**src/rtl/tpc_ram.sv**
```systemverilog
// Generic simple dual-port RAM: one write port, one read port with
// registered read data. Depends on nothing.
`default_nettype none

module tpc_ram #(
    parameter int WIDTH = 8,
    parameter int DEPTH = 16
) (
    input  wire logic                       i_clk,
    input  wire logic                       i_we,
    input  wire logic [$clog2(DEPTH)-1:0]   i_waddr,
    input  wire logic [WIDTH-1:0]           i_wdata,
    input  wire logic [$clog2(DEPTH)-1:0]   i_raddr,
    output logic      [WIDTH-1:0]           o_rdata
);

    logic [WIDTH-1:0] r_mem [DEPTH];
    logic [WIDTH-1:0] r_rdata;

    always_ff @(posedge i_clk) begin
        if (i_we) begin
            r_mem[i_waddr] <= i_wdata;
        end
        r_rdata <= r_mem[i_raddr];
    end

    assign o_rdata = r_rdata;

endmodule

`default_nettype wire

```
**config.mk**
```make
export PLATFORM = sky130hd
export DESIGN_NAME = tpc_ram
export DESIGN_NICKNAME = d
export VERILOG_FILES = /design/src/rtl/tpc_ram.sv
export SDC_FILE = /design/constraint.sdc
export NUM_CORES = 1
export LEC_CHECK = 0
export BUFFER_PORTS_ARGS = -buffer_cell sky130_fd_sc_hd__clkbuf_2
export CAP_MARGIN = 30
export CORE_MARGIN = 2
export CORE_UTILIZATION = 60
export CTS_CLUSTER_DIAMETER = 200
export DETAILED_ROUTE_END_ITERATION = 10
export PLACE_DENSITY = 0.78
export REMOVE_ABC_BUFFERS = 1
export SYNTH_ARGS = -nofsm -noshare
export SYNTH_HDL_FRONTEND = slang
export SYNTH_SLANG_ARGS = --single-unit
```
**constraint.sdc**
```tcl
create_clock -name i_clk -period 2.6 [get_ports i_clk]
set_clock_uncertainty 0.05 [all_clocks]
set_input_delay 0.52 -clock i_clk [delete_from_list [all_inputs] [get_ports i_clk]]
set_output_delay 0.52 -clock i_clk [all_outputs]
set_load 0.01 [all_outputs]
```
==> qor.csv <==
metric,value,unit
rrSetupSlack,1.11,ns
ys_ff_latch,136,
num_rows,33,
rsz0062_at_grt,no,
via_per_inst,6.21,
crit_family,flip-flops,
die_y,96.6,um
cp.arrival,1.07,ns
fin_util,74.2,%
crit_chain,clkbuf_2,
vdd_ir_drop_max,0.000541,V
worst_setup_path_start_kind,flop,
drtPass1Iterations,4,
numCtsBuffers,17,
finalHoldViolCount,0,
synth_top_area_share,74.7,%
root_buffer,clkbuf_8,
drt-initial-drc-count,206,
power_density,861,nW/um2
seqPwrFrac,46.9,%
cpPeakStageDelay,0.40,ns
ctsResizeCount,0,
final_cells,401,
drive_gt1_share,31.4,%
post_cts_buffers,0,
p_clk_share,48.9,%
fin_crit_sh,63.1,%
drc,0,
grt_pass1_wl,15.3,mm
critPathCaptureType,output pin,
setup_slack,0.960,ns
syn_area,5150,um2
grt_overflow_total,0,
power.switching,0.990,mW
synth-edff-count,128,
hold_path.class,input port to flop,
num_antenna_cells,0,
dp.cells,369,
crit_buf_inv,1,
crit_required,2.03,ns
crit_path_top_delay_cell,dfxtp_1,
outcome,"complete, no violations",
syn_area_per_cell,22.5,um2
ios,26,
grt_max_degree,33,
netlist_instances,229,
sw_frac_of_total,18.8,%
ys_warn_count,0,
cts_tree,built,
maxSlewViolCount,0,
cts.sinks,136,
postRouteAntennaNets,0,
ys_top_cells_by_area,"edfxtp_1, mux4_2, mux4_1",
fmax,610,MHz
syn2layout_area_growth,19.0,%
dp_slack,0.547,ns
cts_max_level,4,
p_int,4.29,mW
die_x,96.6,um
synth_top_flop_cell,edfxtp_1,
place.port_buffers,25,
drv_cap,0,
path_class,flop to output pin,
grt.total_usage,23.2,%
yosysSeqAreaShare,77.8,%
fillers,465,
p_leak,2.12,nW
async_reset_ff_share,0,%
ctsHoldBuffers,0,
power_frac_comb,4.3,%
grt_pass1_vias,2548,
insertion_delay,0.51,ns
slew_headroom,45.4,%
fp.coreArea,8260,um2
setup-violations-final,0,
ys_types,19,
worstMarginPinSlew,0.816,ns
path_clk_slew,0.06,ns
routedWlPerCell,24.7,um
synth_top_cell_by_area,edfxtp_1,
antenna_found_initial,0,
dieArea,9340,um2
start_util,62.3,%
cts.path.max_buffers,2,
post-dp-hpwl,5.70,mm
gp_congestion,0.763,
vias,2492,
path_max_fanout,1,
finalCriticalPeriod,1.64,ns
totalWireLength,9.90,mm
nets,301,
setup_tns,0,ns
registers in the layout, indices dropped and copies added (netlist names):
name     count
r_mem      128
o_rdata      8
metal layers:
layer / GRT usage (%) / up-vias / part of all wire, %
met3: 5.49 / 20 / 6.0
met1: 32.3 / 1287 / 40
met4: 9.86 / 0 / 2.5
li1: - / 1079 / -
met5: 0 / - / 0
met2: 36.0 / 106 / 51
cell type report:
type                    instances  area, um2  share of cell area, %
flip-flops and latches        136       4000                   65.4
multi-input cells              83       1060                   17.3
clock buffers                  17        414                   6.76
repair buffers                 45        288                   4.70
clock inverters                15        231                   3.78
well taps                     105        131                   2.14
synth_stat cells (2+ instances only):
master,count
a22oi_1,16
buf_2,3
buf_6,3
clkdlybuf4s25_2,3
dfxtp_1,8
edfxtp_1,128
mux4_1,14
mux4_2,18
nand2_1,9
nand2b_1,2
nand3b_1,2
nor2_1,13
nor3_1,4
stage by stage:
step,power (mW),instance area (um2),hold WS (ns)
6_report,5.28,6130,0.375
5_1_grt,5.43,6130,0.397
4_1_cts,5.30,6130,0.368
3_5_place_dp,2.74,5480,0.612
3_3_place_gp,2.73,5480,0.604
2_1_floorplan,2.61,5060,0.569
cell usage in the layout (no fill, tap or decap), types with 4 or more instances in the layout:
cell	instances
a22oi_1	16
buf_4	19
bufinv_16	6
clkbuf_16	16
clkbuf_2	25
dfxtp_1	8
edfxtp_1	128
mux4_1	14
mux4_2	18
nand2_1	9
nor2_1	13
nor3_1	4
power groups by stage:
stage                     sequential (mW)  combinational, mW  clock, mW
after floorplan                      2.51             0.0982          0
after global placement               2.51              0.219          0
after detailed placement             2.52              0.225          0
after CTS                            2.47              0.228       2.60
after global routing                 2.48              0.245       2.71
final                                2.47              0.224       2.58
worst paths after layout:
check,cells past startpoint,to,startpoint
worst max-delay path,1,o_rdata[6],o_rdata[6]$_DFF_P_
worst max register to register,3,o_rdata[4]$_DFF_P_,r_mem[1][4]$_DFFE_PP_
worst min-delay path,1,r_mem[5][1]$_DFFE_PP_,i_wdata[1]
worst min register to register,3,o_rdata[0]$_DFF_P_,r_mem[12][0]$_DFFE_PP_
cells by family (layout without fill, tap and decap cells):
kind of cell           Yosys count  count (layout)  synth area share, %
multiplexers                    32              32                 15.0
AND/OR/NAND/NOR                 35              35                 3.18
AO/OA/AOI/OAI                   16              16                 2.33
flip-flops                     136             136                 77.8
buffers and inverters           10              77                 1.68
No activity file was read; power rests on OpenSTA's default activity.
