<file path="src/rtl/tpc_pkg.sv">
// Package for the trie prefix counter: item types, kind and status codes,
// default sizes and the symbol decoder. Depends on nothing.
`default_nettype none

package tpc_pkg;

    localparam int DEF_NODE_CAPACITY = 65536;
    localparam int DEF_COUNT_BITS    = 32;
    localparam int ALPHABET_SIZE     = 62;
    localparam int UPPER_BASE        = 26;
    localparam int DIGIT_BASE        = 52;
    localparam int PREFIX_W          = 32;

    localparam logic [1:0] KIND_INSERT = 2'd0;
    localparam logic [1:0] KIND_QUERY  = 2'd1;
    localparam logic [1:0] KIND_CLEAR  = 2'd2;
    localparam logic [1:0] KIND_NONE   = 2'd3;

    localparam logic [1:0] STATUS_OK   = 2'd0;
    localparam logic [1:0] STATUS_FULL = 2'd1;
    localparam logic [1:0] STATUS_BAD  = 2'd2;

    typedef struct packed {
        logic [1:0] kind;
        logic [7:0] symbol;
        logic       last_char;
    } t_in_item;

    typedef struct packed {
        logic [PREFIX_W-1:0] prefix_count;
        logic [1:0]          status;
    } t_out_item;

    typedef struct packed {
        logic      valid;
        t_out_item item;
    } t_res_push;

    // Returns {valid, code}; the code is 0..61 for letters and digits.
    function automatic logic [6:0] symbol_code(input logic [7:0] sym);
        logic [6:0] res;
        res = '0;
        if (sym >= "a" && sym <= "z") begin
            res = {1'b1, 6'(sym - "a")};
        end else if (sym >= "A" && sym <= "Z") begin
            res = {1'b1, 6'(sym - "A") + 6'(UPPER_BASE)};
        end else if (sym >= "0" && sym <= "9") begin
            res = {1'b1, 6'(sym - "0") + 6'(DIGIT_BASE)};
        end
        return res;
    endfunction

endpackage

`default_nettype wire

</file>
<file path="src/rtl/tpc_out_reg.sv">
// Output register of the trie prefix counter: holds one result item while
// the receiver stalls. Depends on tpc_pkg.
`default_nettype none

module tpc_out_reg (
    input  wire logic               i_clk,
    input  wire logic               i_rst_n,
    input  wire tpc_pkg::t_res_push i_res,
    output logic                    o_ready,
    output logic                    o_out_valid,
    input  wire logic               i_out_stall,
    output tpc_pkg::t_out_item      o_out_item
);

    import tpc_pkg::*;

    logic      r_valid;
    logic      n_valid;
    t_out_item r_item;

    assign o_ready = !r_valid || !i_out_stall;

    always_comb begin
        n_valid = r_valid;
        if (i_res.valid) begin
            n_valid = 1'b1;
        end else if (!i_out_stall) begin
            n_valid = 1'b0;
        end
    end

    always_ff @(posedge i_clk) begin
        if (!i_rst_n) begin
            r_valid <= 1'b0;
        end else begin
            r_valid <= n_valid;
        end
        if (i_res.valid) begin
            r_item <= i_res.item;
        end
    end

    assign o_out_valid = r_valid;
    assign o_out_item  = r_item;

endmodule

`default_nettype wire

</file>
<file path="config.mk">
export PLATFORM = sky130hd
export DESIGN_NAME = tpc_out_reg
export DESIGN_NICKNAME = d
export VERILOG_FILES = /design/src/rtl/tpc_pkg.sv /design/src/rtl/tpc_out_reg.sv
export SDC_FILE = /design/constraint.sdc
export NUM_CORES = 1
export LEC_CHECK = 0
export ABC_CLOCK_PERIOD_IN_PS = 800
export BUFFER_PORTS_ARGS = -buffer_cell sky130_fd_sc_hd__clkbuf_2
export CAP_MARGIN = 20
export CORE_AREA = 2 2 58 60
export DETAILED_ROUTE_END_ITERATION = 6
export DIE_AREA = 0 0 60 62
export HOLD_SLACK_MARGIN = 0.1
export PLACE_DENSITY_LB_ADDON = 0.15
export SKIP_LAST_GASP = 1
export SYNTH_ARGS = -nofsm -noshare
export SYNTH_HDL_FRONTEND = slang
export SYNTH_SLANG_ARGS = --single-unit
</file>
<file path="constraint.sdc">
create_clock -name i_clk -period 0.8 [get_ports i_clk]
set_clock_uncertainty 0.15 [all_clocks]
set_input_delay 0.16 -clock i_clk [delete_from_list [all_inputs] [get_ports i_clk]]
set_output_delay 0.16 -clock i_clk [all_outputs]
set_load 0.02 [all_outputs]
</file>
==> results_dict.tcl, run 1 <==
set metrics [dict create \
    outcome "finished, violations left" \
    violations "negative hold slack, negative setup slack" \
    netlist_area_mm2 0.00106 \
    die_h_um 62 \
    grt_max_degree 19 \
    syn-num-nets 76 \
    track_usage 0.106 \
    clk_latency_ns 0.33 \
    start_util 0.332 \
    n_antenna_cell 0 \
    finalHoldViolCount 34 \
    drt-pass1-iter-count 4 \
    setup.worst_path.class "reg2out" \
    drive_gt1_frac 0.683 \
    period_share 1.50 \
    dieArea_mm2 0.00372 \
    drt_iter0_drc 17 \
    synth_seq_cells 35 \
    p_sw_w 0.000887 \
    post-cts-setup-buffers 0 \
    rows 21 \
    finalPower_w 0.00369 \
    final_common_cell "clkbuf_2" \
    p_per_area_mw_per_mm2 2100 \
    nets 160 \
    antenna_left 0 \
    crit_fanout 3 \
    pre_cts_ws_ns -0.125 \
    clkSinkCount 35 \
    maxSlewHeadroom 0.924 \
    vias 666 \
    drcViolationCount 0 \
    syn_to_final_growth_pct 66.2 \
    grt_pass1_wl_um 2590 \
    power_frac_clock 0.239 \
    p_leak_nw 0.757 \
    ys_seq_area_frac 0.986 \
    p_int_w 0.00280 \
    timing.rr.start "o_out_valid$_SDFFE_PN0P_" \
    setup_viol 38 \
    cts_tree "yes" \
    antenna_found_initial 0 \
    clockBufferDepth 2 \
    hold_class "in2reg" \
    io_buffers 73 \
    crit_arrival_ns 0.89 \
    layout_common_cells "clkbuf_2 (37), edfxtp_1 (34), buf_6 (21)" \
    worst_slack_ns -0.400 \
    fmax_mhz 833 \
    rsz0062_at_grt "yes" \
    cp.required_ns 0.49 \
    wirelength_um 1930 \
    drv_cap 0 \
    netSwitchingFraction 0.240 \
    endpoint_kind "output pin" \
    cp-endpoint "o_ready" \
    synthCells 38 \
    p_seq_frac 0.602 \
    grt_pass1_vias 583 \
    wire_per_inst_um 11.4 \
    worst_pin_slew_ns 0.114 \
    synth_warnings 0 \
    root_buffer "clkbuf_4" \
    ios 74 \
    cts_made_buffers 5 \
    path_clk_slew_ns 0.10 \
    cts.htree.levels 2 \
    start_kind "flop" \
    die_w_um 60 \
    cp-startpoint "o_out_valid$_SDFFE_PN0P_" \
    r2r-end "o_out_valid$_SDFFE_PN0P_" \
    holdWs_ns -0.154 \
    worstHoldStart "i_res[9]" \
    max-vdd-ir-drop_uv 1140 \
    postLayoutCoreUtil 0.552 \
    synth_cell_types 5 \
    routabilityCongestion 0.575 \
    grt.overflow.total 0 \
    slew_violations 0 \
    rr_worst_depth 2 \
    routed_via_density 3.94 \
    rrSetupSlack_ns 0.02 \
    core_area_mm2 0.00318 \
    pwr-share-comb 0.159 \
    fin_crit_ns 1.20 \
    syn_area_per_cell_um2 27.8 \
]
sequential cells by signal, summed over array words and instances, names as in the netlist:
signal / count
o_out_item: 34
o_out_valid: 1
worst min path at each step:
stage	cells after the start	slack (ns)	to
6_report	1	-0.15	o_out_item[9]$_DFFE_PP_
5_1_grt	1	-0.19	o_out_item[0]$_DFFE_PP_
4_1_cts	1	-0.17	o_out_item[1]$_DFFE_PP_
3_5_place_dp	1	0.19	o_out_item[9]$_DFFE_PP_
3_3_place_gp	1	0.19	o_out_item[7]$_DFFE_PP_
2_1_floorplan	0	0.11	o_out_item[0]$_DFFE_PP_
synthesized netlist by cell type:
library cell,instances,area (um2)
a21oi_1,1,5.00
dfxtp_1,1,20.0
edfxtp_1,34,1020
nand2_1,1,3.75
nor2b_1,1,6.26
layout make-up:
cell class / instances / area, um2
fillers: 279 / 1420
repair buffers: 77 / 577
flip-flops and latches: 35 / 1040
clock buffers: 7 / 45.0
multi-input cells: 3 / 26.3
well taps: 46 / 57.6
clock inverters: 1 / 5.00
power by group through the flow:
stage	Clock, W	Sequential, W	Combinational, W
floorplan	0	0.00244	0.00000801
global placement	0	0.00224	0.000468
detailed placement	0	0.00225	0.000473
CTS	0.000918	0.00221	0.000482
global route	0.00102	0.00223	0.000623
finish	0.000881	0.00222	0.000585
metrics by stage:
step	area [um2]	TNS (ns)	std cells
floorplan	1060	0	38
global placement	1530	-4.45	159
detailed placement	1530	-4.87	159
CTS	1590	-14.23	167
global route	1760	-15.41	169
finish	1760	-13.35	169
critical path: stages, from the launching register on:
cell and delay [ns]:
dfxtp_4 0.39, nand2_4 0.05, buf_8 0.12
kinds of logic (layout without fill, tap and decap cells):
logic type / after synthesis / count (layout) / synth area share
flops: 35 / 35 / 0.986
compound gates: 1 / 1 / 0.00473
simple gates: 2 / 2 / 0.00948
buf+inv: 0 / 85 / 0
what timing repair did:
item / CTS / global route
pin swaps: 0 / 0
resized for setup: 2 / 80
endpoints found under the setup margin: 36 / 37
hold endpoints to repair: 35 / 35
routing by layer:
metal / wire, um / vias to the layer above / track usage
li1: - / 320 / -
met1: 652 / 299 / 0.116
met2: 1010 / 43 / 0.154
met5: 0 / - / 0
met3: 244 / 4 / 0.0787
met4: 26 / 0 / 0.0476
Power figures use the tool's default switching activity.
==> run 2, diff against run 1 <==
--- a/config.mk
+++ b/config.mk
@@ -6,11 +6,11 @@
 export NUM_CORES = 1
 export LEC_CHECK = 0
 export ABC_CLOCK_PERIOD_IN_PS = 800
-export BUFFER_PORTS_ARGS = -buffer_cell sky130_fd_sc_hd__clkbuf_2
 export CAP_MARGIN = 20
-export CORE_AREA = 2 2 58 60
+export CORE_AREA = 2 2 54 46
 export DETAILED_ROUTE_END_ITERATION = 6
-export DIE_AREA = 0 0 60 62
+export DIE_AREA = 0 0 56 48
+export DONT_BUFFER_PORTS = 1
 export HOLD_SLACK_MARGIN = 0.1
 export PLACE_DENSITY_LB_ADDON = 0.15
 export SKIP_LAST_GASP = 1
==> run 2 against run 1 <==
Compared with the run above: the run still ends with negative hold slack, negative setup slack left; sequential share of layout area rose by 10 points; register-to-register slack worse by 0.02 ns; clock-buffer cell count decreased by 1; sequential cell count stayed put; fmax grew 6.2%.
==> results_dict.tcl, run 2 (same netlist as run 1, synthesis figures left out) <==
set metrics [dict create \
    outcome "finished, violations left" \
    violations "negative hold slack, negative setup slack" \
    pwr-share-comb 0.043 \
    clk_latency_ns 0.31 \
    grt_pass1_vias 515 \
    holdBufCountCts 35 \
    p_int_w 0.00262 \
    die_w_um 56 \
    rows 15 \
    cts.htree.levels 2 \
    drcViolationCount 0 \
    wire_per_inst_um 18.1 \
    cts_made_buffers 5 \
    grt.overflow.total 0 \
    netSwitchingFraction 0.223 \
    n_fill_cell 135 \
    p_seq_frac 0.716 \
    n_antenna_cell 0 \
    fin_cells 106 \
    cp.required_ns 0.49 \
    cts_tree "yes" \
    syn_to_final_growth_pct 42.2 \
    worst_pin_slew_ns 0.230 \
    maxSlewHeadroom 0.847 \
    layout_common_cells "dlygate4sd3_1 (35), edfxtp_1 (34), clkbuf_4 (5)" \
    finalPower_w 0.00338 \
    crit_arrival_ns 0.82 \
    root_buffer "clkbuf_4" \
    antenna_found_initial 0 \
    grt_max_degree 36 \
    die_h_um 48 \
    finalHoldViolCount 35 \
    post-cts-setup-buffers 0 \
    slew_violations 0 \
    wirelength_um 1920 \
    routed_via_density 4.79 \
    rsz0062_at_grt "yes" \
    start_kind "flop" \
    timing.rr.start "o_out_valid$_SDFFE_PN0P_" \
    p_per_area_mw_per_mm2 2250 \
    multi_input_area_um2 26.3 \
    track_usage 0.155 \
    power_frac_clock 0.240 \
    seq_area_mm2 0.00104 \
    hold_class "in2reg" \
    dieArea_mm2 0.00269 \
    pre_cts_ws_ns 0.00913 \
    path_clk_slew_ns 0.09 \
    vias 508 \
    setup-tns-final_ns -11.24 \
    setup_viol 36 \
    drt-pass1-iter-count 2 \
    cp-startpoint "o_out_item[24]$_DFFE_PP_" \
    endpoint_kind "output pin" \
    ios 74 \
    core_area_mm2 0.00210 \
    clockBufferDepth 2 \
    worst_slack_ns -0.331 \
    max-vdd-ir-drop_uv 1640 \
    final_common_cell "dlygate4sd3_1" \
    setup.worst_path.class "reg2out" \
    drt_iter0_drc 5 \
    antenna_left 0 \
    grt_pass1_wl_um 2750 \
    drv_cap 0 \
    io_buffers 0 \
    routabilityCongestion 0.619 \
    largest_reg_flops 34 \
    p_leak_nw 0.527 \
    clkSinkCount 35 \
    dp_cells 63 \
    start_util 0.502 \
    drive_gt1_frac 0.0988 \
    period_share 1.41 \
    p_sw_w 0.000755 \
    worstHoldStart "i_res[34]" \
    nets 118 \
    fmax_mhz 884 \
    crit_fanout 1 \
    holdWs_ns -0.198 \
    fin_crit_ns 1.13 \
]
[run 2: cell types whose count changed in the layout (fill, tap and decap cells not counted), sizes merged]
| cell | delta |
|---|---|
| buf | -38 |
| clkbuf | -38 |
| clkinv | +1 |
| dlygate4sd3 | +33 |
[run 2: worst reg2reg max path, cell delays in order, from the launching register on]
cell	delay [ns]
dfxtp_4	0.39
a21oi_2	0.12
nor2b_1	0.05
[run 2: path summary, 6_finish.rpt]
path | to | slack (ns) | cells after the start
setup / recovery | o_out_item[24] | -0.33 | 0
hold / removal | o_out_item[24]$_DFFE_PP_ | -0.20 | 0
setup reg to reg | o_out_valid$_SDFFE_PN0P_ | 0 | 2
hold reg to reg | o_out_valid$_SDFFE_PN0P_ | 0.43 | 2
[run 2: final cells by class]
cell class / count / area share
clock inverter: 2 / 0.00500
multi-input combinational: 3 / 0.0175
clock buffer: 6 / 0.0275
sequential: 35 / 0.696
tap: 25 / 0.0208
timing repair buffer: 35 / 0.233
[run 2: power by group through the flow]
stage	Combinational, W	Sequential [W]	Clock [W]
floorplan	0.00000801	0.00244	0
global placement	0.00000851	0.00246	0
detailed placement	0.00000860	0.00247	0
CTS	0.000145	0.00243	0.000851
global route	0.000159	0.00244	0.000945
finish	0.000146	0.00242	0.000812
[run 2: timing repair]
| item | in CTS | in global routing |
|---|---|---|
| resized for setup | 2 | 0 |
| endpoints found under the hold margin | 69 | 35 |
| setup endpoints to repair | 37 | 37 |
[run 2: per-stage QoR]
step	util	instance area [um2]
detailed placement	0.520	1090
finish	0.714	1500
global placement	0.520	1090
floorplan	-	1060
global route	0.714	1500
CTS	0.714	1500
[run 2: layer usage]
layer | GRT usage | vias to the layer above | routed length [um]
met3 | 0.0973 | 0 | 183
met4 | 0.0714 | 0 | 0
met1 | 0.170 | 235 | 737
met5 | 0 | - | 0
li1 | - | 234 | -
met2 | 0.249 | 39 | 997
