--- src/rtl/tpc_pkg.sv ---
// Package for the trie prefix counter: item types, kind and status codes,
// default sizes and the symbol decoder. Depends on nothing.
`default_nettype none

package tpc_pkg;

    localparam int DEF_NODE_CAPACITY = 65536;
    localparam int DEF_COUNT_BITS    = 32;
    localparam int ALPHABET_SIZE     = 62;
    localparam int UPPER_BASE        = 26;
    localparam int DIGIT_BASE        = 52;
    localparam int PREFIX_W          = 32;

    localparam logic [1:0] KIND_INSERT = 2'd0;
    localparam logic [1:0] KIND_QUERY  = 2'd1;
    localparam logic [1:0] KIND_CLEAR  = 2'd2;
    localparam logic [1:0] KIND_NONE   = 2'd3;

    localparam logic [1:0] STATUS_OK   = 2'd0;
    localparam logic [1:0] STATUS_FULL = 2'd1;
    localparam logic [1:0] STATUS_BAD  = 2'd2;

    typedef struct packed {
        logic [1:0] kind;
        logic [7:0] symbol;
        logic       last_char;
    } t_in_item;

    typedef struct packed {
        logic [PREFIX_W-1:0] prefix_count;
        logic [1:0]          status;
    } t_out_item;

    typedef struct packed {
        logic      valid;
        t_out_item item;
    } t_res_push;

    // Returns {valid, code}; the code is 0..61 for letters and digits.
    function automatic logic [6:0] symbol_code(input logic [7:0] sym);
        logic [6:0] res;
        res = '0;
        if (sym >= "a" && sym <= "z") begin
            res = {1'b1, 6'(sym - "a")};
        end else if (sym >= "A" && sym <= "Z") begin
            res = {1'b1, 6'(sym - "A") + 6'(UPPER_BASE)};
        end else if (sym >= "0" && sym <= "9") begin
            res = {1'b1, 6'(sym - "0") + 6'(DIGIT_BASE)};
        end
        return res;
    endfunction

endpackage

`default_nettype wire

--- src/rtl/tpc_walker.sv ---
// Sequencer of the trie prefix counter: walks the child table and node
// records held in two RAMs, allocates nodes and forms results. Depends on tpc_pkg.
`default_nettype none

module tpc_walker #(
    parameter int NODE_CAPACITY = 65536,
    parameter int COUNT_BITS    = 32
) (
    input  wire logic                                    i_clk,
    input  wire logic                                    i_rst_n,
    input  wire logic                                    i_in_valid,
    output logic                                         o_in_stall,
    input  wire tpc_pkg::t_in_item                       i_in_item,
    output logic                                         o_ct_we,
    output logic [$clog2(NODE_CAPACITY*tpc_pkg::ALPHABET_SIZE)-1:0] o_ct_waddr,
    output logic [$clog2(NODE_CAPACITY)-1:0]             o_ct_wdata,
    output logic [$clog2(NODE_CAPACITY*tpc_pkg::ALPHABET_SIZE)-1:0] o_ct_raddr,
    input  wire logic [$clog2(NODE_CAPACITY)-1:0]        i_ct_rdata,
    output logic                                         o_nm_we,
    output logic [$clog2(NODE_CAPACITY)-1:0]             o_nm_waddr,
    output logic [$clog2(NODE_CAPACITY*tpc_pkg::ALPHABET_SIZE)+COUNT_BITS-1:0] o_nm_wdata,
    output logic [$clog2(NODE_CAPACITY)-1:0]             o_nm_raddr,
    input  wire logic [$clog2(NODE_CAPACITY*tpc_pkg::ALPHABET_SIZE)+COUNT_BITS-1:0] i_nm_rdata,
    output tpc_pkg::t_res_push                           o_res,
    input  wire logic                                    i_res_ready
);

    import tpc_pkg::*;

    localparam int ID_W   = $clog2(NODE_CAPACITY);
    localparam int USED_W = $clog2(NODE_CAPACITY + 1);
    localparam int SLOT_W = $clog2(NODE_CAPACITY * ALPHABET_SIZE);
    localparam int NM_W   = SLOT_W + COUNT_BITS;
    localparam logic [USED_W-1:0] CAPACITY_V = USED_W'(NODE_CAPACITY);

    localparam logic [1:0] S_IDLE = 2'd0;
    localparam logic [1:0] S_LOOK = 2'd1;
    localparam logic [1:0] S_NODE = 2'd2;
    localparam logic [1:0] S_HOLD = 2'd3;

    logic [1:0]            r_state,    n_state;
    logic [USED_W-1:0]     r_used,     n_used;
    logic [ID_W-1:0]       r_cur,      n_cur;
    logic [SLOT_W-1:0]     r_cur_par,  n_cur_par;
    logic [COUNT_BITS-1:0] r_cur_cnt,  n_cur_cnt;
    logic [COUNT_BITS-1:0] r_root_cnt, n_root_cnt;
    logic                  r_miss,     n_miss;
    logic [1:0]            r_err,      n_err;
    logic [SLOT_W-1:0]     r_slot,     n_slot;
    logic                  r_kind_ins, n_kind_ins;
    logic                  r_last,     n_last;
    logic [ID_W-1:0]       r_child,    n_child;
    logic                  r_cand,     n_cand;
    t_out_item             r_pend,     n_pend;

    logic                  w_in_fire;
    logic [6:0]            w_sym;
    logic [ID_W+5:0]       w_slot_full;
    logic [SLOT_W-1:0]     w_slot;
    logic [COUNT_BITS-1:0] w_cur_cnt;
    logic [COUNT_BITS-1:0] w_bump;
    logic [SLOT_W-1:0]     w_nm_par;
    logic [COUNT_BITS-1:0] w_nm_cnt;
    logic [COUNT_BITS-1:0] w_nm_bump;
    logic                  w_hit;
    logic [COUNT_BITS-1:0] w_ans;
    logic [PREFIX_W-1:0]   w_ans_out;
    logic                  w_emit;
    t_out_item             w_emit_item;
    logic [1:0]            w_err_now;

    assign w_in_fire   = (r_state == S_IDLE) && i_in_valid;
    assign w_sym       = symbol_code(i_in_item.symbol);
    assign w_slot_full = (ID_W+6)'(r_cur) * (ID_W+6)'(ALPHABET_SIZE) + (ID_W+6)'(w_sym[5:0]);
    assign w_slot      = w_slot_full[SLOT_W-1:0];
    assign w_cur_cnt   = (r_cur == '0) ? r_root_cnt : r_cur_cnt;
    assign w_bump      = (w_cur_cnt == '1) ? w_cur_cnt : w_cur_cnt + COUNT_BITS'(1);
    assign w_nm_par    = i_nm_rdata[NM_W-1:COUNT_BITS];
    assign w_nm_cnt    = i_nm_rdata[COUNT_BITS-1:0];
    assign w_nm_bump   = (w_nm_cnt == '1) ? w_nm_cnt : w_nm_cnt + COUNT_BITS'(1);
    assign w_hit       = r_cand && (w_nm_par == r_slot);
    assign w_ans       = (r_state == S_NODE && w_hit && !r_kind_ins) ? w_nm_cnt : '0;

    generate
        if (COUNT_BITS > PREFIX_W) begin : g_sat
            assign w_ans_out = (|w_ans[COUNT_BITS-1:PREFIX_W]) ? '1 : w_ans[PREFIX_W-1:0];
        end else begin : g_ext
            assign w_ans_out = PREFIX_W'(w_ans);
        end
    endgenerate

    assign o_in_stall = (r_state != S_IDLE);
    assign o_ct_raddr = w_slot;
    assign o_nm_raddr = i_ct_rdata;

    always_comb begin
        n_state     = r_state;
        n_used      = r_used;
        n_cur       = r_cur;
        n_cur_par   = r_cur_par;
        n_cur_cnt   = r_cur_cnt;
        n_root_cnt  = r_root_cnt;
        n_miss      = r_miss;
        n_err       = r_err;
        n_slot      = r_slot;
        n_kind_ins  = r_kind_ins;
        n_last      = r_last;
        n_child     = r_child;
        n_cand      = r_cand;
        n_pend      = r_pend;
        o_ct_we     = 1'b0;
        o_ct_waddr  = r_slot;
        o_ct_wdata  = r_used[ID_W-1:0];
        o_nm_we     = 1'b0;
        o_nm_waddr  = r_cur;
        o_nm_wdata  = {r_cur_par, w_bump};
        o_res       = '0;
        w_emit      = 1'b0;
        w_emit_item = '0;
        w_err_now   = r_err;

        unique case (r_state)
            S_IDLE: begin
                if (w_in_fire) begin
                    unique case (i_in_item.kind)
                        KIND_CLEAR: begin
                            n_used      = USED_W'(1);
                            n_root_cnt  = '0;
                            n_cur       = '0;
                            n_miss      = 1'b0;
                            n_err       = STATUS_OK;
                            w_emit      = 1'b1;
                            w_emit_item = '0;
                        end
                        KIND_INSERT, KIND_QUERY: begin
                            if (r_miss || !w_sym[6]) begin
                                if (!r_miss) begin
                                    n_miss = 1'b1;
                                    if (r_err == STATUS_OK) begin
                                        w_err_now = STATUS_BAD;
                                    end
                                    n_err = w_err_now;
                                end
                                if (i_in_item.last_char) begin
                                    w_emit             = 1'b1;
                                    w_emit_item.status = w_err_now;
                                    n_cur              = '0;
                                    n_miss             = 1'b0;
                                    n_err              = STATUS_OK;
                                end
                            end else begin
                                n_slot     = w_slot;
                                n_kind_ins = (i_in_item.kind == KIND_INSERT);
                                n_last     = i_in_item.last_char;
                                n_state    = S_LOOK;
                                if (i_in_item.kind == KIND_INSERT) begin
                                    n_cur_cnt = w_bump;
                                    if (r_cur == '0) begin
                                        n_root_cnt = w_bump;
                                    end else begin
                                        o_nm_we = 1'b1;
                                    end
                                end
                            end
                        end
                        KIND_NONE: begin
                        end
                    endcase
                end
            end
            S_LOOK: begin
                n_child = i_ct_rdata;
                n_cand  = 1'b0;
                if ((i_ct_rdata != '0) && (USED_W'(i_ct_rdata) < r_used)) begin
                    n_cand = 1'b1;
                end
                n_state = S_NODE;
            end
            S_NODE: begin
                n_state = S_IDLE;
                if (w_hit) begin
                    n_cur     = r_child;
                    n_cur_par = r_slot;
                    n_cur_cnt = w_nm_cnt;
                    if (r_kind_ins && r_last) begin
                        o_nm_we    = 1'b1;
                        o_nm_waddr = r_child;
                        o_nm_wdata = {r_slot, w_nm_bump};
                        n_cur_cnt  = w_nm_bump;
                    end
                end else if (!r_kind_ins) begin
                    n_miss = 1'b1;
                end else if (r_used < CAPACITY_V) begin
                    o_ct_we    = 1'b1;
                    o_nm_we    = 1'b1;
                    o_nm_waddr = r_used[ID_W-1:0];
                    o_nm_wdata = {r_slot, r_last ? COUNT_BITS'(1) : COUNT_BITS'(0)};
                    n_used     = r_used + USED_W'(1);
                    n_cur      = r_used[ID_W-1:0];
                    n_cur_par  = r_slot;
                    n_cur_cnt  = r_last ? COUNT_BITS'(1) : COUNT_BITS'(0);
                end else begin
                    n_miss = 1'b1;
                    if (r_err == STATUS_OK) begin
                        w_err_now = STATUS_FULL;
                    end
                    n_err = w_err_now;
                end
                if (r_last) begin
                    w_emit                   = 1'b1;
                    w_emit_item.prefix_count = w_ans_out;
                    w_emit_item.status       = w_err_now;
                    n_cur                    = '0;
                    n_miss                   = 1'b0;
                    n_err                    = STATUS_OK;
                end
            end
            S_HOLD: begin
                if (i_res_ready) begin
                    o_res.valid = 1'b1;
                    o_res.item  = r_pend;
                    n_state     = S_IDLE;
                end
            end
        endcase

        if (w_emit) begin
            if (i_res_ready) begin
                o_res.valid = 1'b1;
                o_res.item  = w_emit_item;
            end else begin
                n_state = S_HOLD;
                n_pend  = w_emit_item;
            end
        end
    end

    always_ff @(posedge i_clk) begin
        if (!i_rst_n) begin
            r_state    <= S_IDLE;
            r_used     <= USED_W'(1);
            r_cur      <= '0;
            r_root_cnt <= '0;
            r_miss     <= 1'b0;
            r_err      <= STATUS_OK;
        end else begin
            r_state    <= n_state;
            r_used     <= n_used;
            r_cur      <= n_cur;
            r_root_cnt <= n_root_cnt;
            r_miss     <= n_miss;
            r_err      <= n_err;
        end
        r_cur_par  <= n_cur_par;
        r_cur_cnt  <= n_cur_cnt;
        r_slot     <= n_slot;
        r_kind_ins <= n_kind_ins;
        r_last     <= n_last;
        r_child    <= n_child;
        r_cand     <= n_cand;
        r_pend     <= n_pend;
    end

`ifndef SYNTHESIS
    a_cur_allocated: assert property (@(posedge i_clk) disable iff (!i_rst_n)
        USED_W'(r_cur) < r_used)
        else $error("Cursor points at a node that is not allocated.");

    a_alloc_room: assert property (@(posedge i_clk) disable iff (!i_rst_n)
        o_ct_we |-> r_used < CAPACITY_V)
        else $error("Child link written with the node store full.");

    a_root_record: assert property (@(posedge i_clk) disable iff (!i_rst_n)
        o_nm_we |-> o_nm_waddr != '0)
        else $error("Root node record written to the node RAM.");

    a_clear_state: assert property (@(posedge i_clk) disable iff (!i_rst_n)
        (w_in_fire && i_in_item.kind == KIND_CLEAR) |=> (r_used == USED_W'(1) && r_cur == '0))
        else $error("Clear did not restore allocation and cursor.");

    a_push_ready: assert property (@(posedge i_clk) disable iff (!i_rst_n)
        o_res.valid |-> i_res_ready)
        else $error("Result pushed into a full output register.");
`endif

endmodule

`default_nettype wire

--- config.mk ---
export PLATFORM = sky130hd
export DESIGN_NAME = tpc_walker
export DESIGN_NICKNAME = d
export VERILOG_FILES = /design/src/rtl/tpc_pkg.sv /design/src/rtl/tpc_walker.sv
export SDC_FILE = /design/constraint.sdc
export NUM_CORES = 1
export LEC_CHECK = 0
export BUFFER_PORTS_ARGS = -buffer_cell sky130_fd_sc_hd__buf_4
export CAP_MARGIN = 20
export CORE_ASPECT_RATIO = 0.8
export CORE_MARGIN = 2
export CORE_UTILIZATION = 50
export CTS_CLUSTER_SIZE = 8
export DETAILED_ROUTE_END_ITERATION = 7
export PLACE_DENSITY = 0.76
export SLEW_MARGIN = 20
export SYNTH_ARGS = -nofsm -noshare
export SYNTH_HDL_FRONTEND = slang
export SYNTH_SLANG_ARGS = --single-unit
--- constraint.sdc ---
create_clock -name i_clk -period 5.5 [get_ports i_clk]
set_input_delay 1.1 -clock i_clk [delete_from_list [all_inputs] [get_ports i_clk]]
set_output_delay 1.1 -clock i_clk [all_outputs]
set_load 0.05 [all_outputs]
==> results of run 1 <==
## critical path: stages (launching register included)
cell     delay (ns)
dfxtp_4        0.36
inv_4          0.04
fa_1           0.54
inv_1          0.05
fa_1           0.47
inv_1          0.05
fa_1           0.49
inv_2          0.05
ha_4           0.20
a21o_1         0.19
a211o_1        0.30
or2_1          0.23
o21a_1         0.18
o41a_1         0.41
nor4b_4        0.29
buf_4          0.17
nand4_1        0.19
xor2_4         0.20
buf_6          0.18
## placed cells by master, fill, tap and decap left out, types with 38 or more instances in the layout
| master | instances |
|---|---|
| buf_4 | 438 |
| nand2_1 | 237 |
| edfxtp_1 | 129 |
| nor2_1 | 111 |
| inv_1 | 99 |
| xnor2_1 | 92 |
| o21ai_0 | 65 |
| dfxtp_1 | 60 |
| a21oi_1 | 57 |
| ha_1 | 55 |
| nand4_1 | 49 |
| xor2_1 | 47 |
| nand3_1 | 42 |
| fa_1 | 42 |
| nor3_1 | 41 |
| a22o_1 | 41 |
| o22ai_1 | 40 |
| and2_1 | 39 |
| o211ai_1 | 38 |
## repair_timing
action | CTS | global route
pin swaps | 34 | 34
setup buffers | 17 | 12
endpoints found under the setup margin | 14 | 23
gates resized for setup | 78 | 56
gates cloned | 0 | 0
## report_power, final
group / switching (W) / internal, W
Clock: 0.000644 / 0.000646
Sequential: 0.0000267 / 0.00161
Combinational: 0.000389 / 0.000200
## sequential cells by signal (all words and copies together), names as in the netlist
register	cells
o_ct_waddr	22
r_cur_par	22
r_kind_ins	1
r_used	17
r_err	2
r_pend	34
r_miss	1
r_cur_cnt	32
r_child	16
r_state	2
r_cur	16
r_last	1
r_root_cnt	32
r_cand	1
## cells by family after synthesis
family                   Yosys count  share of synthesized area (%)
AO/OA/AOI/OAI                    386                           16.6
flip-flops                       199                           33.0
adder cells (fa/ha/maj)          110                           10.6
multiplexers                      38                           2.47
XOR/XNOR                         156                           8.60
buffers and inverters            248                           7.01
AND/OR/NAND/NOR                  686                           21.7
## metal layers
layer	up-vias	GRT usage (%)	routed length [um]
met3	129	4.72	4020
met5	-	0	0
met1	7625	41.9	22300
met4	0	13.0	2170
li1	7211	-	-
met2	740	53.7	25900
## final cells by class
cell class	instances	area share, %
Clock buffer	20	2.29
Clock inverter	12	0.504
Tap cell	420	2.52
Antenna cell	2	0.0240
Sequential cell	199	25.4
Inverter	118	2.30
Multi-Input combinational cell	1376	49.5
Timing Repair Buffer	467	17.4
## worst max-delay path by stage
stage / startpoint / end / slack [ns] / depth (start not counted)
global route: r_cur[8] / o_ct_raddr[20] / -0.82 / 18
finish: r_cur[8] / o_ct_raddr[20] / -0.66 / 18
global placement: i_in_item[2] / o_ct_raddr[20] / -0.62 / 21
CTS: r_cur[2] / o_ct_raddr[21] / -0.59 / 20
detailed placement: i_in_item[2] / o_ct_raddr[20] / -0.71 / 21
floorplan: r_cur[8] / o_ct_raddr[20] / -0.25 / 16
## stage by stage
step           hold WS, ns  power (W)  setup TNS [ns]  util [%]
2_1_floorplan        0.441    0.00201           -1.29         -
3_3_place_gp         0.467    0.00224           -4.62      62.0
3_5_place_dp         0.469    0.00224           -5.63      62.0
4_1_cts              0.490    0.00352           -5.29      65.4
5_1_grt              0.532    0.00362           -7.93      66.4
6_report             0.493    0.00352           -5.89      66.4
==> run_results.csv, run 1 <==
group,metric,value,unit
cts,clockBufferDepth,2,
synth,synth_area_leaders,"edfxtp_1 24%, dfxtp_1 8.8%, nand2_1 5.7%",
critical_path,ff2ff_setup_slack,0.78,ns
run,max_cap_viol_count,0,
synth,ys_seq_area_share,33.0,%
place,placed_area,19500,um^2
timing,setup_violations,13,
cts,cts_tree,"yes",
critical_path,r2r-start,"r_cur[8]",
routing,vias_per_cell,6.01,
routing,num_vias,15700,
timing,report.final.slew_viol_count,0,
grt,grt_pass1_vias,15200,
floorplan,ios,269,
floorplan,design.core.area,31400,um^2
place,numPortBuffers,268,
timing,fin_crit_sh,112,%
critical_path,end_kind,"output port",
timing,maxSlewHeadroom,37.3,%
critical_path,crit_arrival,5.06,ns
timing,final_hold_viol_count,0,
floorplan,rows,58,
critical_path,crit_path_start_kind,"register",
routing,drtPass1Iterations,5,
synth,synth_edf_count,129,
grt,grt_pass1_wl,84000,um
critical_path,path_max_fanout,3,
synth,synth_area,16000,um^2
final_layout,final_cell_area,20900,um^2
power,cellPowerDensity,169,nW/um^2
routing,detail-route-antenna-nets,0,
cts,clock_sinks,199,
synth,synthCells,1823,
place,gp_congestion,0.982,
synth,async_reset_ff_share,0,%
place,dpl.cell_count,2553,
cts,clockRootBuffer,"clkbuf_16",
cts,holdBufCountCts,0,
critical_path,rr_endpoint,"o_ct_waddr[19]",
grt,grt.total_usage,32.1,%
final_layout,fin_nets,2374,
routing,first_iter_violations,1262,
floorplan,dieHeight,164,um
place,dp_worst_setup_slack,-0.714,ns
routing,drc_errors,0,
final_layout,syn_to_final_growth,30.6,%
critical_path,rr_worst_depth,19,
place,dp_hpwl,40800,um
run_status,outcome,"complete, but fails checks",
cts,clkSlewWorstSetupHoldPaths,0.08,ns
critical_path,critPathKind,"reg2out",
timing,fmaxAchievable,0.162,GHz
cts,cts_max_level,4,
synth,synth_seq_cells,199,
cts,clk_latency,0.46,ns
final_layout,seq_area,5310,um^2
timing,fin_crit,6.16,ns
critical_path,cp_data_required_time,4.40,ns
synth,yosysMostFrequentCell,"nand2_1",
grt,antenna_found_initial,2,
routing,drt_wl_total,54400,um
cts,numCtsBuffers,17,
routing,wire_per_inst,20.8,um
synth,syn-mean-instance-area,8.76,um^2
synth,synthFlopType,"edfxtp_1",
synth,yosysWarnings,0,
synth,synth_top_area_share,24.3,%
synth,post_synth_num_cell_types,94,
min_path,hp-class,"reg2reg",
final_layout,multiInputGateArea,10300,um^2
grt,grt_max_degree,41,
timing,worstMarginPinSlew,0.938,ns
timing,clock_skew,0.0169,ns
grt,grt_remaining_overflow,0,
min_path,min_to,"r_root_cnt[7]",
floorplan,die_w,204,um
power,power_leakage,8.77,nW
min_path,min_path_cells,2,
floorplan,die_area,33400,um^2
final_layout,fillers,2513,
final_layout,instances_no_fill,2614,
run_status,violations,"setup timing",
timing,setup_slack,-0.655,ns
synth,syn-num-nets,2018,
floorplan,start_util,50.8,%
min_path,min_from,"r_root_cnt[7]",
final_layout,drive_above_1_share,29.6,%
timing,rsz0062_at_grt,"true",
power,peakVddDrop,0.000240,V
synth,synth_common_cells,"244 x nand2_1, 129 x edfxtp_1, 120 x nor2_1",
synth,yosysTopAreaCell,"edfxtp_1",
Power figures use the tool's default switching activity.
==> inputs of run 2 (changes only) <==
--- a/config.mk
+++ b/config.mk
@@ -5,6 +5,7 @@
 export SDC_FILE = /design/constraint.sdc
 export NUM_CORES = 1
 export LEC_CHECK = 0
+export ABC_AREA = 1
 export BUFFER_PORTS_ARGS = -buffer_cell sky130_fd_sc_hd__buf_4
 export CAP_MARGIN = 20
 export CORE_ASPECT_RATIO = 0.8
@@ -12,7 +13,7 @@
 export CORE_UTILIZATION = 50
 export CTS_CLUSTER_SIZE = 8
 export DETAILED_ROUTE_END_ITERATION = 7
-export PLACE_DENSITY = 0.76
+export PLACE_DENSITY = 0.75
 export SLEW_MARGIN = 20
 export SYNTH_ARGS = -nofsm -noshare
 export SYNTH_HDL_FRONTEND = slang
==> run 2 against run 1 <==
Against the previous run:
- the run still ends with setup timing left
- fmax is 8.0% higher
- cell area increased by 5.1%
- first-iteration DRC count is 77% higher
- global-route usage up 1.8 points
- synthesized cell count rose by 38%
- power grew 21%
- synthesized area grew 10%
- sequential power is 3% higher
==> run_results.csv, run 2 <==
group,metric,value,unit
final_layout,final_cell_mix,"699 x nand2_1, 379 x buf_4, 243 x inv_1",
synth,syn-num-nets,2714,
floorplan,ios,269,
power,seq_power_share,39.7,%
cts,cts_max_level,4,
cts,holdBufCountCts,0,
cts,clockBufferDepth,2,
floorplan,die_area,36700,um^2
cts,clock_sinks,199,
routing,num_vias,18900,
timing,fmaxAchievable,0.175,GHz
timing,final_hold_viol_count,0,
timing,report.final.slew_viol_count,0,
critical_path,path_max_fanout,4,
floorplan,design.core.area,34700,um^2
floorplan,dieHeight,172,um
routing,drc_errors,0,
timing,fin_crit,5.70,ns
floorplan,die_w,214,um
timing,hold_slack,0.468,ns
power,clock_power_share,30.1,%
synth,ys_seq_area_share,30.0,%
grt,grt_pass1_vias,17200,
critical_path,crit_arrival,4.60,ns
grt,grt_pass1_wl,95900,um
final_layout,drive_above_1_share,26.4,%
synth,syn-mean-instance-area,6.97,um^2
cts,clkSlewWorstSetupHoldPaths,0.08,ns
run_status,violations,"setup timing",
cts,clockRootBuffer,"clkbuf_16",
timing,setup_slack,-0.201,ns
place,numPortBuffers,268,
power,power_switching,0.00160,W
synth,synth_seq_cells,199,
final_layout,fillers,3127,
synth,synth_area,17600,um^2
final_layout,reg_top3,"r_pend (34), r_cur_cnt (32), r_root_cnt (32)",
synth,synth_common_cells,"744 x nand2_1, 274 x inv_1, 217 x nor2_1",
final_layout,fin_util,63.3,%
cts,cts_tree,"yes",
grt,grt_remaining_overflow,0,
critical_path,r2r-start,"r_cur[1]",
run,max_cap_viol_count,0,
cts,numCtsBuffers,17,
floorplan,start_util,50.7,%
final_layout,final_common_cell,"nand2_1",
place,dp_hpwl,48600,um
grt,grt.total_usage,33.9,%
power,cellPowerDensity,194,nW/um^2
power,power_leakage,9.80,nW
routing,vias_per_cell,5.72,
final_layout,fin_nets,3011,
place,gp_congestion,0.982,
timing,rsz0062_at_grt,"true",
routing,detail-route-antenna-nets,0,
min_path,min_from,"r_root_cnt[22]",
routing,wire_per_inst,19.6,um
timing,clock_skew,0.0177,ns
power,intPower,0.00265,W
cts,clk_latency,0.47,ns
min_path,hp-class,"reg2reg",
timing,worstMarginPinSlew,0.987,ns
synth,yosysTopAreaCell,"edfxtp_1",
synth,synth_edf_count,129,
routing,first_iter_violations,2228,
routing,drtPass1Iterations,6,
power,swShare,37.7,%
final_layout,top_register,"r_pend",
synth,synth_area_leaders,"edfxtp_1 22%, nand2_1 16%, dfxtp_1 8.0%",
floorplan,rows,61,
critical_path,cp_data_required_time,4.40,ns
synth,synthCells,2519,
final_layout,syn_to_final_growth,24.8,%
critical_path,crit_path_start_kind,"register",
timing,maxSlewHeadroom,34.1,%
critical_path,critPathKind,"reg2out",
timing,setup_violations,12,
grt,grt_max_degree,55,
synth,yosysMostFrequentCell,"nand2_1",
synth,yosysWarnings,0,
critical_path,end_kind,"output port",
timing,fin_crit_sh,104,%
synth,post_synth_num_cell_types,54,
synth,synthFlopType,"edfxtp_1",
power,peakVddDrop,0.000205,V
final_layout,largest_reg_flops,34,
critical_path,startpoint,"r_cur[1]",
synth,synth_top_area_share,22.1,%
grt,antenna_found_initial,2,
synth,async_reset_ff_share,0,%
routing,drt_wl_total,64800,um
power,combPwrFrac,30.2,%
run_status,outcome,"complete, but fails checks",
==> run 2: cell types whose count changed in the layout (fill, tap and decap cells not counted), sizes merged, moves of 22 or more <==
cell	change
a21o	-22
a21oi	+102
a22o	-38
and2	-37
buf	-68
inv	+163
mux2i	-37
nand2	+555
nand3	+142
nor2	+121
o211ai	-25
o21ai	+58
o22ai	-41
xnor2	-82
==> run 2: area by class of cell <==
type | count | area [um^2] | share of cell area, %
multi-input combinational | 1918 | 11300 | 51.6
sequential | 199 | 5290 | 24.1
timing repair buffer | 399 | 3080 | 14.1
inverter | 281 | 1070 | 4.87
tap | 472 | 591 | 2.69
clock buffer | 19 | 454 | 2.07
clock inverter | 13 | 109 | 0.497
antenna | 3 | 7.51 | 0.0342
==> run 2: kinds of logic after synthesis <==
family                   count (synthesis)  synth area share, %
XOR/XNOR                                78                 3.93
AO/OA/AOI/OAI                          360                 11.6
buffers and inverters                  402                 9.95
AND/OR/NAND/NOR                       1370                 34.9
flip-flops                             199                 30.0
adder cells (fa/ha/maj)                110                 9.63
==> run 2: critical path, stage by stage, from the launching register on <==
cell	delay (ns)
dfxtp_4	0.37
fa_1	0.51
fa_1	0.53
inv_2	0.06
fa_1	0.49
inv_2	0.05
ha_4	0.27
a21oi_4	0.21
nand2_4	0.09
nand2_1	0.06
nand2_1	0.11
nand2_1	0.10
nand2_1	0.12
nor2_2	0.19
nand3_2	0.13
nor2_4	0.12
buf_6	0.10
nand4_1	0.14
xnor2_2	0.28
buf_6	0.20
==> run 2: worst paths after layout <==
| check | endpoint | slack [ns] | cells after the start |
|---|---|---|---|
| setup / recovery | o_ct_raddr[19] | -0.20 | 19 |
| hold / removal | r_root_cnt[22] | 0.47 | 2 |
| setup reg to reg | o_ct_waddr[17] | 1.07 | 22 |
| hold reg to reg | r_root_cnt[22] | 0.47 | 2 |
==> run 2: timing repair <==
item | 4_1_cts | 5_1_grt
setup endpoints to repair | 39 | 41
buffers inserted | 16 | 23
gates resized for setup | 106 | 135
pin swaps | 29 | 61
==> run 2: per-stage QoR <==
step | setup slack [ns] | total power (W) | setup TNS [ns] | cell area [um^2] | cells
final | -0.201 | 0.00425 | -1.04 | 21900 | 3304
after global routing | -0.333 | 0.00439 | -3.15 | 21900 | 3302
after CTS | -0.136 | 0.00420 | -0.730 | 21300 | 3278
after detailed placement | -0.122 | 0.00293 | -0.254 | 20200 | 3230
after global placement | -0.0202 | 0.00291 | -0.0255 | 20200 | 3230
after floorplan | -0.0433 | 0.00251 | -0.0433 | 17600 | 2519
==> run 2: power by group through the flow <==
stage	registers (W)	logic [W]	clock network [W]
after floorplan	0.00173	0.000787	0
after global placement	0.00172	0.00119	0
after detailed placement	0.00172	0.00120	0
after CTS	0.00169	0.00123	0.00128
after global routing	0.00169	0.00136	0.00133
final	0.00169	0.00128	0.00128
==> run 2: metal layers <==
| metal | vias up | GRT usage [%] | part of all wire [%] |
|---|---|---|---|
| met5 | - | 0 | 0 |
| li1 | 8796 | - | - |
| met1 | 8989 | 47.3 | 42 |
| met4 | 0 | 11.4 | 3.1 |
| met3 | 133 | 4.91 | 9.0 |
| met2 | 996 | 54.0 | 46 |
